**src/hw/rtl/bzr_pkg.sv**
```systemverilog
// Package for the buzzer alarm pattern sequencer: request/response types, codes and pattern table.
`timescale 1ns / 1ps
`default_nettype none

package bzr_pkg;

    localparam int unsigned DUTY_MAX = 1023;

    // duty = vol * DUTY_MAX / 100 done as vol * DUTY_RECIP >> DUTY_SHIFT (exact for vol <= 100)
    localparam int unsigned     DUTY_SHIFT    = 16;
    localparam longint unsigned DUTY_RECIP_L  = ((longint'(DUTY_MAX) << DUTY_SHIFT) + 99) / 100;
    localparam logic [31:0]     DUTY_RECIP    = 32'(DUTY_RECIP_L);

    localparam logic [6:0]  VOLUME_TOP   = 7'd100;
    localparam logic [14:0] FREQ_LOW     = 15'd100;
    localparam logic [14:0] FREQ_HIGH    = 15'd20000;
    localparam logic [14:0] FREQ_RESET   = 15'd2500;
    localparam logic [6:0]  LEVEL_MAX_RESET    = 7'd100;
    localparam logic [6:0]  LEVEL_HIGH_RESET   = 7'd80;
    localparam logic [6:0]  LEVEL_MEDIUM_RESET = 7'd50;

    typedef enum logic [1:0] {
        REG_LEVEL_MAX    = 2'd0,
        REG_LEVEL_HIGH   = 2'd1,
        REG_LEVEL_MEDIUM = 2'd2
    } reg_idx_t;

    typedef enum logic [2:0] {
        OP_TICK      = 3'd0,
        OP_START     = 3'd1,
        OP_STOP      = 3'd2,
        OP_MANUAL_ON = 3'd3,
        OP_SET_VOL   = 3'd4,
        OP_SET_FREQ  = 3'd5
    } op_t;

    typedef enum logic [1:0] {
        PH_IDLE = 2'd0,
        PH_ON   = 2'd1,
        PH_OFF  = 2'd2
    } phase_t;

    typedef enum logic [1:0] {
        KIND_FIRE    = 2'd0,
        KIND_WARNING = 2'd1,
        KIND_SUCCESS = 2'd2,
        KIND_ERROR   = 2'd3
    } kind_t;

    typedef struct packed {
        logic [2:0]  op;
        logic [2:0]  alarm_kind;
        logic [15:0] limit_ms;
        logic [7:0]  volume_req;
        logic [15:0] freq_req;
    } req_t;

    typedef struct packed {
        logic [9:0]  duty;
        logic [14:0] tone_hz;
        logic        sounding;
        logic        alarm_busy;
        logic        alarm_done;
        logic        status;
    } rsp_t;

    typedef struct packed {
        logic [14:0] tone;
        reg_idx_t    level_idx;
        logic [8:0]  on_ms;
        logic [8:0]  off_ms;
        logic [2:0]  count;     // 0 = endless
    } pattern_t;

    function automatic pattern_t pattern_of(input logic [1:0] sel);
        pattern_t p;
        unique case (kind_t'(sel))
            KIND_FIRE:    p = '{15'd3000, REG_LEVEL_MAX,    9'd200, 9'd150, 3'd0};
            KIND_WARNING: p = '{15'd2000, REG_LEVEL_HIGH,   9'd300, 9'd300, 3'd5};
            KIND_SUCCESS: p = '{15'd2500, REG_LEVEL_MEDIUM, 9'd150, 9'd100, 3'd2};
            KIND_ERROR:   p = '{15'd800,  REG_LEVEL_HIGH,   9'd500, 9'd200, 3'd3};
            default:      p = '{15'd3000, REG_LEVEL_MAX,    9'd200, 9'd150, 3'd0};
        endcase
        return p;
    endfunction

    function automatic logic [6:0] clamp_volume(input logic [7:0] v);
        return (v > 8'(VOLUME_TOP)) ? VOLUME_TOP : v[6:0];
    endfunction

    function automatic logic [14:0] clamp_freq(input logic [15:0] f);
        logic [14:0] r;
        if (f < 16'(FREQ_LOW)) begin
            r = FREQ_LOW;
        end else if (f > 16'(FREQ_HIGH)) begin
            r = FREQ_HIGH;
        end else begin
            r = f[14:0];
        end
        return r;
    endfunction

endpackage

`default_nettype wire

```
**src/hw/rtl/buzzer_alarm_pattern_sequencer.sv**
```systemverilog
// Buzzer alarm pattern sequencer: plays alarm patterns from 1 ms tick requests.
//
// Takes one request per clock while responses are taken (tick, start alarm, stop,
// manual on, set volume, set frequency) and returns exactly one response for
// each, in the cycle after acceptance, from a response register; a new request
// is taken in the same cycle a waiting response is taken, so the sustained rate
// is one request per clock. All pattern state updates and the duty product for
// a request are combinational, between the state and response registers.
// The user writes the three level registers (cfg_wr_en/cfg_index/cfg_data) only
// while no request is in flight; the block does not enforce it. Index 3 writes are ignored.
`timescale 1ns / 1ps
`default_nettype none

module buzzer_alarm_pattern_sequencer (
    input  logic          clk,
    input  logic          rst_n,
    input  logic          cfg_wr_en,
    input  logic [1:0]    cfg_index,
    input  logic [6:0]    cfg_data,
    input  logic          req_valid,
    output logic          req_ready,
    input  bzr_pkg::req_t req,
    output logic          rsp_valid,
    input  logic          rsp_ready,
    output bzr_pkg::rsp_t rsp
);
    import bzr_pkg::*;

    localparam int PROD_W = 7 + 32;

    logic [6:0]  level_max_reg, level_high_reg, level_medium_reg;

    phase_t      phase_reg, phase_next;
    logic [8:0]  phase_ms_reg, phase_ms_next;
    logic [16:0] elapsed_reg, elapsed_next;
    logic [2:0]  repeats_reg, repeats_next;
    logic [1:0]  sel_reg, sel_next;
    logic [15:0] limit_reg, limit_next;
    logic [6:0]  volume_reg, volume_next;
    logic [14:0] freq_reg, freq_next;
    logic        output_on_reg, output_on_next;

    logic        rsp_valid_reg, rsp_valid_next;
    rsp_t        rsp_reg, rsp_next;

    logic        req_fire;
    pattern_t    cur_pat, new_pat;
    logic [8:0]  ms_inc;
    logic [17:0] elapsed_sum;
    logic [16:0] elapsed_add;
    logic [2:0]  repeats_inc;
    logic        limit_hit;
    logic        done, bad;
    logic [6:0]  new_level;
    logic [PROD_W-1:0] duty_prod;

    assign req_ready = !rsp_valid_reg || rsp_ready;
    assign req_fire  = req_valid && req_ready;
    assign rsp_valid = rsp_valid_reg;
    assign rsp       = rsp_reg;

    assign cur_pat = pattern_of(sel_reg);
    assign new_pat = pattern_of(req.alarm_kind[1:0]);
    assign ms_inc  = phase_ms_reg + 9'd1;

    always_comb
    begin
        unique case (new_pat.level_idx)
            REG_LEVEL_MAX:    new_level = clamp_volume({1'b0, level_max_reg});
            REG_LEVEL_HIGH:   new_level = clamp_volume({1'b0, level_high_reg});
            REG_LEVEL_MEDIUM: new_level = clamp_volume({1'b0, level_medium_reg});
            default:          new_level = clamp_volume({1'b0, level_max_reg});
        endcase
    end

    // phase end time added to elapsed, saturating
    always_comb
    begin
        elapsed_sum = {1'b0, elapsed_reg}
                    + 18'((phase_reg == PH_ON) ? cur_pat.on_ms : cur_pat.off_ms);
        elapsed_add = elapsed_sum[17] ? '1 : elapsed_sum[16:0];
        limit_hit   = (limit_reg != 16'd0) && (elapsed_add >= {1'b0, limit_reg});
        repeats_inc = repeats_reg + 3'd1;
    end

    always_comb
    begin
        phase_next     = phase_reg;
        phase_ms_next  = phase_ms_reg;
        elapsed_next   = elapsed_reg;
        repeats_next   = repeats_reg;
        sel_next       = sel_reg;
        limit_next     = limit_reg;
        volume_next    = volume_reg;
        freq_next      = freq_reg;
        output_on_next = output_on_reg;
        done           = 1'b0;
        bad            = 1'b0;

        unique case (req.op)
            OP_TICK:
            begin
                if (phase_reg == PH_ON) begin
                    if (ms_inc < cur_pat.on_ms) begin
                        phase_ms_next = ms_inc;
                    end else begin
                        elapsed_next  = elapsed_add;
                        phase_ms_next = '0;
                        if (limit_hit) begin
                            done = 1'b1;
                        end else begin
                            output_on_next = 1'b0;
                            phase_next     = PH_OFF;
                        end
                    end
                end else if (phase_reg == PH_OFF) begin
                    if (ms_inc < cur_pat.off_ms) begin
                        phase_ms_next = ms_inc;
                    end else begin
                        elapsed_next  = elapsed_add;
                        phase_ms_next = '0;
                        if (limit_hit) begin
                            done = 1'b1;
                        end else if (cur_pat.count != 3'd0) begin
                            repeats_next = repeats_inc;
                            if (repeats_inc >= cur_pat.count) begin
                                done = 1'b1;
                            end else begin
                                output_on_next = 1'b1;
                                phase_next     = PH_ON;
                            end
                        end else begin
                            output_on_next = 1'b1;
                            phase_next     = PH_ON;
                        end
                    end
                end
                if (done) begin
                    output_on_next = 1'b0;
                    phase_next     = PH_IDLE;
                    phase_ms_next  = '0;
                end
            end
            OP_START:
            begin
                if (req.alarm_kind[2]) begin
                    bad = 1'b1;
                end else begin
                    volume_next    = new_level;
                    freq_next      = clamp_freq(16'(new_pat.tone));
                    output_on_next = 1'b1;
                    phase_next     = PH_ON;
                    phase_ms_next  = '0;
                    elapsed_next   = '0;
                    repeats_next   = '0;
                    sel_next       = req.alarm_kind[1:0];
                    limit_next     = req.limit_ms;
                end
            end
            OP_STOP:
            begin
                output_on_next = 1'b0;
                phase_next     = PH_IDLE;
                phase_ms_next  = '0;
            end
            OP_MANUAL_ON:
            begin
                output_on_next = 1'b1;
                phase_next     = PH_IDLE;
                phase_ms_next  = '0;
            end
            OP_SET_VOL:
            begin
                volume_next = clamp_volume(req.volume_req);
            end
            OP_SET_FREQ:
            begin
                freq_next = clamp_freq(req.freq_req);
            end
            default:
            begin
            end
        endcase
    end

    assign duty_prod = PROD_W'(volume_next) * PROD_W'(DUTY_RECIP);

    always_comb
    begin
        rsp_next.duty       = output_on_next ? duty_prod[DUTY_SHIFT +: 10] : 10'd0;
        rsp_next.tone_hz    = freq_next;
        rsp_next.sounding   = output_on_next;
        rsp_next.alarm_busy = (phase_next == PH_ON) || (phase_next == PH_OFF);
        rsp_next.alarm_done = done;
        rsp_next.status     = bad;
    end

    always_comb
    begin
        if (req_fire) begin
            rsp_valid_next = 1'b1;
        end else if (rsp_ready) begin
            rsp_valid_next = 1'b0;
        end else begin
            rsp_valid_next = rsp_valid_reg;
        end
    end

    always_ff @(posedge clk or negedge rst_n)
    begin
        if (!rst_n) begin
            level_max_reg    <= LEVEL_MAX_RESET;
            level_high_reg   <= LEVEL_HIGH_RESET;
            level_medium_reg <= LEVEL_MEDIUM_RESET;
        end else if (cfg_wr_en) begin
            unique case (cfg_index)
                REG_LEVEL_MAX:    level_max_reg    <= cfg_data;
                REG_LEVEL_HIGH:   level_high_reg   <= cfg_data;
                REG_LEVEL_MEDIUM: level_medium_reg <= cfg_data;
                default:
                begin
                end
            endcase
        end
    end

    always_ff @(posedge clk or negedge rst_n)
    begin
        if (!rst_n) begin
            phase_reg     <= PH_IDLE;
            phase_ms_reg  <= '0;
            elapsed_reg   <= '0;
            repeats_reg   <= '0;
            sel_reg       <= '0;
            limit_reg     <= '0;
            volume_reg    <= '0;
            freq_reg      <= FREQ_RESET;
            output_on_reg <= 1'b0;
            rsp_valid_reg <= 1'b0;
        end else begin
            rsp_valid_reg <= rsp_valid_next;
            if (req_fire) begin
                phase_reg     <= phase_next;
                phase_ms_reg  <= phase_ms_next;
                elapsed_reg   <= elapsed_next;
                repeats_reg   <= repeats_next;
                sel_reg       <= sel_next;
                limit_reg     <= limit_next;
                volume_reg    <= volume_next;
                freq_reg      <= freq_next;
                output_on_reg <= output_on_next;
            end
        end
    end

    always_ff @(posedge clk)
    begin
        if (req_fire) begin
            rsp_reg <= rsp_next;
        end
    end

    // on phase always drives the buzzer
    a_on_phase_sounds: assert property (@(posedge clk) disable iff (!rst_n)
        (phase_reg == PH_ON) |-> output_on_reg)
        else $error("on phase with output off");

    // phase timer stays inside the current phase length
    a_phase_ms_bound: assert property (@(posedge clk) disable iff (!rst_n)
        ((phase_reg == PH_ON) |-> (phase_ms_reg < cur_pat.on_ms)) and
        ((phase_reg == PH_OFF) |-> (phase_ms_reg < cur_pat.off_ms)))
        else $error("phase timer out of range");

    // a silent response carries zero duty
    a_silent_duty: assert property (@(posedge clk) disable iff (!rst_n)
        (rsp_valid_reg && !rsp_reg.sounding) |-> (rsp_reg.duty == 10'd0))
        else $error("duty while silent");

    // finish and invalid kind never come from the same request
    a_done_status: assert property (@(posedge clk) disable iff (!rst_n)
        rsp_valid_reg |-> !(rsp_reg.alarm_done && rsp_reg.status))
        else $error("done and error on one response");

endmodule

`default_nettype wire

```
**config.mk**
```make
export PLATFORM = sky130hd
export DESIGN_NAME = buzzer_alarm_pattern_sequencer
export DESIGN_NICKNAME = d
export VERILOG_FILES = /design/src/hw/rtl/bzr_pkg.sv /design/src/hw/rtl/buzzer_alarm_pattern_sequencer.sv
export SDC_FILE = /design/constraint.sdc
export NUM_CORES = 1
export LEC_CHECK = 0
export BUFFER_PORTS_ARGS = -buffer_cell sky130_fd_sc_hd__buf_2
export CORE_MARGIN = 2
export CORE_UTILIZATION = 30
export CTS_BUF_LIST = sky130_fd_sc_hd__clkbuf_8
export DETAILED_ROUTE_END_ITERATION = 8
export GPL_TIMING_DRIVEN = 1
export PLACE_DENSITY_LB_ADDON = 0.08
export SLEW_MARGIN = 20
export SYNTH_ARGS = -nofsm -noshare
export SYNTH_HDL_FRONTEND = slang
export SYNTH_SLANG_ARGS = --single-unit
export TNS_END_PERCENT = 20
```
**constraint.sdc**
```tcl
create_clock -name clk -period 5.71 [get_ports clk]
set_clock_uncertainty 0.05 [all_clocks]
set_input_delay 0.571 -clock clk [delete_from_list [all_inputs] [get_ports clk]]
set_output_delay 0.571 -clock clk [all_outputs]
set_load 0.01 [all_outputs]
```
=== Word-level counts from Yosys, hierarchy flattened ===
Cells that the tools add are included.

* Output and inout bits: 31
* Logic and storage cells: 158
* Bits in latches: 0
* Memories kept: 0
* Bits in read-only memories: 0
* Flip-flop bits (word level): 123
* Memory bits (writable): 0

* Shift-type cells: 0
* Bitwise operators: 1
* Equality and inequality tests: 29
* $add $sub $neg: 3
* Multipliers: 1
* Div/mod/pow operators: 0
* Mux-type cells: 71
* Reductions and logical operators: 22
* $lt $le $gt $ge: 12

{| class="wikitable"
|+ Operators with widths
! cell !! count
|-
| $pmux W38 S4 || 1
|-
| $mux W17 || 6
|-
| $pmux W21 S4 || 1
|-
| $mux W15 || 5
|-
| $mux W9 || 7
|-
| $mux W7 || 5
|-
| $pmux W17 S2 || 1
|-
| $pmux W15 S2 || 1
|-
| $pmux W7 S2 || 2
|-
| $pmux W9 S3 || 1
|-
| $mul A7 B19 Y25 const B || 1
|-
| $mux W1 || 22
|-
| $gt A7 B7 Y1 const B || 3
|-
| $mux W2 || 10
|-
| $add A17 B9 Y18 || 1
|-
| $lt A9 B9 Y1 || 2
|-
| $mux W3 || 6
|-
| $ge A17 B16 Y1 || 1
|-
| $eq A2 B2 Y1 const B || 8
|-
| $gt A16 B15 Y1 const B || 1
|-
| $lt A16 B7 Y1 const B || 1
|-
| $reduce_bool A16 Y1 || 1
|-
| $gt A15 B15 Y1 const B || 1
|-
| $lt A15 B7 Y1 const B || 1
|-
| other kinds (28) || 50
|}

=== Depth between registers and ports, before layout ===
* Depth in word-level cells: 16
* Gate-level depth with buffers: 26
* Mapped depth without buffers: 25

=== Worst setup path before layout ===
Ideal clock, no wire load.

* Path type: input to register
* Start: in req[45] in the netlist's numbering
* End: reg rsp_reg (netlist bit rsp[23]) (data pin)
* Buffers on the path: 1
* Setup slack: -114 ps
* Stages on the path: 19
* Data arrival time: 5518 ps
* Cells stage by stage: buf_2 nor4b_4 nor2_2 a221oi_1 inv_1 fa_1 inv_1 fa_1 fa_1 fa_1 ha_1 a21oi_1 o21ai_0 a211o_1 a21oi_1 o211ai_4 a31oi_2 o21ai_1 and3_1

* Cells in the longest elaborated chain, start to end: 3

{| class="wikitable"
|+ RTL lines
! what !! RTL line !! RTL
|-
| start, declared || buzzer_alarm_pattern_sequencer.sv:22 || <nowiki>input bzr_pkg::req_t req,</nowiki>
|-
| $eq A3 B3 Y1 / $eq A3 B1 Y1 (equally long branches) || buzzer_alarm_pattern_sequencer.sv:100 || <nowiki>unique case (req.op)</nowiki>
|-
| $pmux W7 S2 (*) || buzzer_alarm_pattern_sequencer.sv:100 ||
|-
| via volume_next[5] || buzzer_alarm_pattern_sequencer.sv:39 || <nowiki>logic [6:0] volume_reg, volume_next;</nowiki>
|-
| $mul A7 B19 Y25 (*) || buzzer_alarm_pattern_sequencer.sv:186 || <nowiki>assign duty_prod = PROD_W'(volume_next) * PROD_W'(DUTY_RECIP);</nowiki>
|-
| end signal, assigned || buzzer_alarm_pattern_sequencer.sv:259 || <nowiki>rsp_reg <= rsp_next;</nowiki>
|-
| end, declared || buzzer_alarm_pattern_sequencer.sv:44 || <nowiki>rsp_t rsp_reg, rsp_next;</nowiki>
|}

Mark *: on every way through the listed nets, which the timed path passes. The rest lies on a longest branch.
A chain may end at the register's enable or synchronous reset.

=== Worst setup path after layout ===
* Start: in req[40] in the netlist's numbering
* End: reg rsp_reg (netlist bit rsp[26]) (data pin)

* Cells in the longest elaborated chain, start to end: 7

{| class="wikitable"
|+ RTL lines
! what !! RTL line !! RTL
|-
| $eq A2 B2 Y1, or another cell as far along || bzr_pkg.sv:77 || <nowiki>unique case (kind_t'(sel))</nowiki>
|-
| $pmux W38 S4 (*) || bzr_pkg.sv:77 ||
|-
| $eq A2 B2 Y1 / $eq A2 B1 Y1 (equally long branches) || buzzer_alarm_pattern_sequencer.sv:68 || <nowiki>unique case (new_pat.level_idx)</nowiki>
|-
| $pmux W7 S2 (*) || buzzer_alarm_pattern_sequencer.sv:68 ||
|-
| $mux W7 (*) || buzzer_alarm_pattern_sequencer.sv:146 || <nowiki>if (req.alarm_kind[2]) begin</nowiki>
|-
| $pmux W7 S2 (*) || buzzer_alarm_pattern_sequencer.sv:100 ||
|-
| $mul A7 B19 Y25 (*) || buzzer_alarm_pattern_sequencer.sv:186 ||
|}

Mark *: on every way between the ends. The rest lies on a longest branch, timed or not. The select of a mux whose other input is x is not followed.

==> flow_metrics.tcl <==
set metrics [dict create \
    synth_cell_types 72 \
    power_density_mw_per_mm2 404 \
    drt-initial-drc-count 387 \
    rsz0062_at_grt "true" \
    place_area_mm2 0.0109 \
    crit_path_max_incr_delay_ns 0.53 \
    antenna_found_initial 0 \
    synthCells 1010 \
    worstPathRequired_ns 5.89 \
    clkSinkCount 123 \
    cts-root-buf "clkbuf_8" \
    rr_worst_depth 21 \
    total_leakage_power_nw 5.52 \
    grt_overflow_total 0 \
    insertion_delay_ns 0.47 \
    cts_buffers 17 \
    initial_core_util 0.302 \
    slowest_stage "fa_1" \
    reg2reg_slack_ns 0.35 \
    finalSetupTns_ns 0 \
    power.switching_mw 1.98 \
    dieArea_mm2 0.0330 \
    grt_max_degree 52 \
    grt_pass1_vias 7949 \
    clk_pin_slew_worst_paths_ns 0.09 \
    synth-main-ff-cell "dfrtp_1" \
    crit_buf_inv 4 \
    grt_pass1_wl_mm 43.4 \
    layout_common_cells "121 x nand2_1, 118 x ha_1, 93 x inv_1, 89 x buf_2, 82 x buf_4" \
    final_area_mm2 0.0114 \
    max_cap_violations 0 \
    worstSetupPathType "in2reg" \
    seqPwrFrac 0.274 \
    finalSetupViolCount 0 \
    largest_reg_flops 29 \
    cts_hold_buf 0 \
    arrival_ns 5.61 \
    antenna_cells 0 \
    syn_area_mm2 0.00947 \
    cts_tree "yes" \
    wl_per_cell_um 16.6 \
    hp-class "in2async" \
    postCtsSetupBuffers 0 \
    worst_slack_ns 0.279 \
    ant_nets 0 \
    endpoint "rsp[26]$_SDFFCE_PN0P_" \
    status "finished, final reports clean" \
    wl_mm 26.4 \
    fin_cells 1586 \
    pre_cts_ws_ns -0.245 \
    crit_family "adder cells" \
    die_y_um 182 \
    num_io_pins 91 \
    grt_use_total 0.168 \
    numPortBuffers 90 \
    comb_power_share 0.552 \
    core.rowCount 65 \
    switching_share 0.432 \
    first_pass_iters 7 \
    timing.final.crit_share 0.951 \
    yosysWarnings 0 \
    crit_start "req[40]" \
    syn2layout_area_growth_pct 20.1 \
    path_cells "buf_2 -> inv_1 -> ha_1 -> o21ba_4 -> o21a_1 -> nand2_1 -> a311oi_2 -> a221oi_2 -> buf_4 -> fa_1 -> inv_1 -> fa_1 -> fa_1 -> ha_1 -> ha_1 -> and3_1 -> and4_1 -> nand2_1 -> o211ai_4 -> a31oi_1 -> o21a_1 -> o21a_1" \
    place_inst 1554 \
    ir_drop_uv 135 \
    p_int_mw 2.61 \
    layout.nets 1372 \
    fin_crit_ns 5.43 \
    vias_per_cell 4.93 \
    crit_fanout 6 \
    fmax_mhz 184 \
    gp_congestion 0.826 \
    synth-seq-cells 123 \
    clockPowerShare 0.174 \
    layout-drive-gt1-share 0.245 \
    seq_area_mm2 0.00324 \
    synthArstFlopShare 0.764 \
    clockBufferDepth 2 \
    htreeDepth 4 \
    synth-edff-count 29 \
    worst_slew_pin_slew_ns 1.10 \
    critPathCaptureType "flop" \
    slew_viol_final 0 \
    drc 0 \
    synthesis.nets 1211 \
    final_common_cell "nand2_1" \
    dp_hpwl_mm 20.7 \
    n_fill_cell 3208 \
    finalHoldViolations 0 \
    syn_avg_cell_area_um2 9.38 \
    multiInputGateArea_mm2 0.00582 \
    r2r-start "level_medium_reg[5]$_DFFE_PN1P_" \
    yosysSeqAreaShare 0.342 \
    cts_resized 0 \
    core_mm2 0.0313 \
    crit_cells 22 \
    startpoint_type "input port" \
    die_w_um 182 \
    vias 7813 \
    r2r_end "rsp[26]$_SDFFCE_PN0P_" \
    relSlewSlack 0.270 \
]
==> area by class of cell <==
type                       count  share of cell area
multi-input combinational    763               0.512
sequential                   123               0.285
timing repair buffer         171              0.0933
tap                          402              0.0442
inverter                      95              0.0314
clock buffer                  17              0.0206
clock inverter                15              0.0136
==> cell families after synthesis <==
kind of cell	Yosys count	synth area share
AOI/OAI and AO/OA	256	0.178
and+or+nand+nor	292	0.145
DFF	123	0.342
adders and majority gates	141	0.205
muxes	47	0.0551
buffers and inverters	124	0.0501
xor gates and xnor gates	27	0.0250
==> power groups by stage <==
stage | clock [mW] | combinational [mW] | sequential (mW)
6_report | 0.799 | 2.53 | 1.26
5_1_grt | 0.866 | 2.97 | 1.29
4_1_cts | 0.832 | 2.55 | 1.26
3_5_place_dp | 0 | 2.53 | 1.27
3_3_place_gp | 0 | 2.53 | 1.27
2_1_floorplan | 0 | 1.74 | 1.25
==> layer usage <==
metal	track usage	vias to the layer above	part of all wire
li1	-	3924	-
met1	0.243	3735	0.52
met2	0.264	136	0.44
met3	0.0247	18	0.030
met4	0.0361	0	0.0097
met5	0	-	0
==> worst register-to-register path, stage by stage (launching register included) <==
cell	delay, ns
dfstp_2	0.58
nand2_1	0.12
nor2_1	0.11
o21ai_0	0.09
nand3_1	0.09
o311ai_0	0.13
buf_4	0.16
nand3_1	0.12
inv_1	0.09
fa_1	0.57
inv_1	0.06
fa_1	0.46
fa_1	0.49
ha_1	0.31
ha_1	0.31
and3_1	0.19
and4_1	0.25
nand2_1	0.10
o211ai_4	0.30
a31oi_1	0.16
o21a_1	0.21
o21a_1	0.18
==> cell usage after synthesis (all sizes together), types with 9 or more instances <==
library cell  number  area share
a21oi             61       0.033
and3               9      0.0059
nor2b             12      0.0079
nor3              18      0.0095
dfstp             13       0.036
fa                23       0.049
a31oi              9      0.0073
clkbuf            21      0.0083
a21o              12      0.0095
dfrtp             81        0.21
inv               95       0.038
o21a              10      0.0081
ha               118        0.16
nand2            121       0.048
nor4               9      0.0059
nand3             19       0.010
nor2              61       0.024
xor2              19       0.018
mux2              41       0.049
edfxtp            29       0.092
o21ai             83       0.044
nand2b            14      0.0092
==> stage by stage <==
step,utilization,power [mW],hold WS (ns)
final,0.363,4.59,0.0685
after global routing,0.363,5.12,0.0888
after CTS,0.362,4.64,0.0709
after detailed placement,0.349,3.80,0.413
after global placement,0.349,3.80,0.407
after floorplan,-,2.99,0.225
==> worst min-delay path by stage <==
stage	startpoint	end	slack, ns	cells past startpoint
final	rst_n	phase_ms_reg[2]$_DFFE_PN0P_	0.07	1
after global routing	rst_n	phase_ms_reg[2]$_DFFE_PN0P_	0.09	1
after CTS	rst_n	phase_ms_reg[2]$_DFFE_PN0P_	0.07	1
after detailed placement	freq_reg[1]$_DFFE_PN0P_	freq_reg[1]$_DFFE_PN0P_	0.41	2
after global placement	freq_reg[7]$_DFFE_PN1P_	freq_reg[7]$_DFFE_PN1P_	0.41	2
after floorplan	rst_n	elapsed_reg[0]$_DFFE_PN0P_	0.23	0
Power figures use the tool's default switching activity.
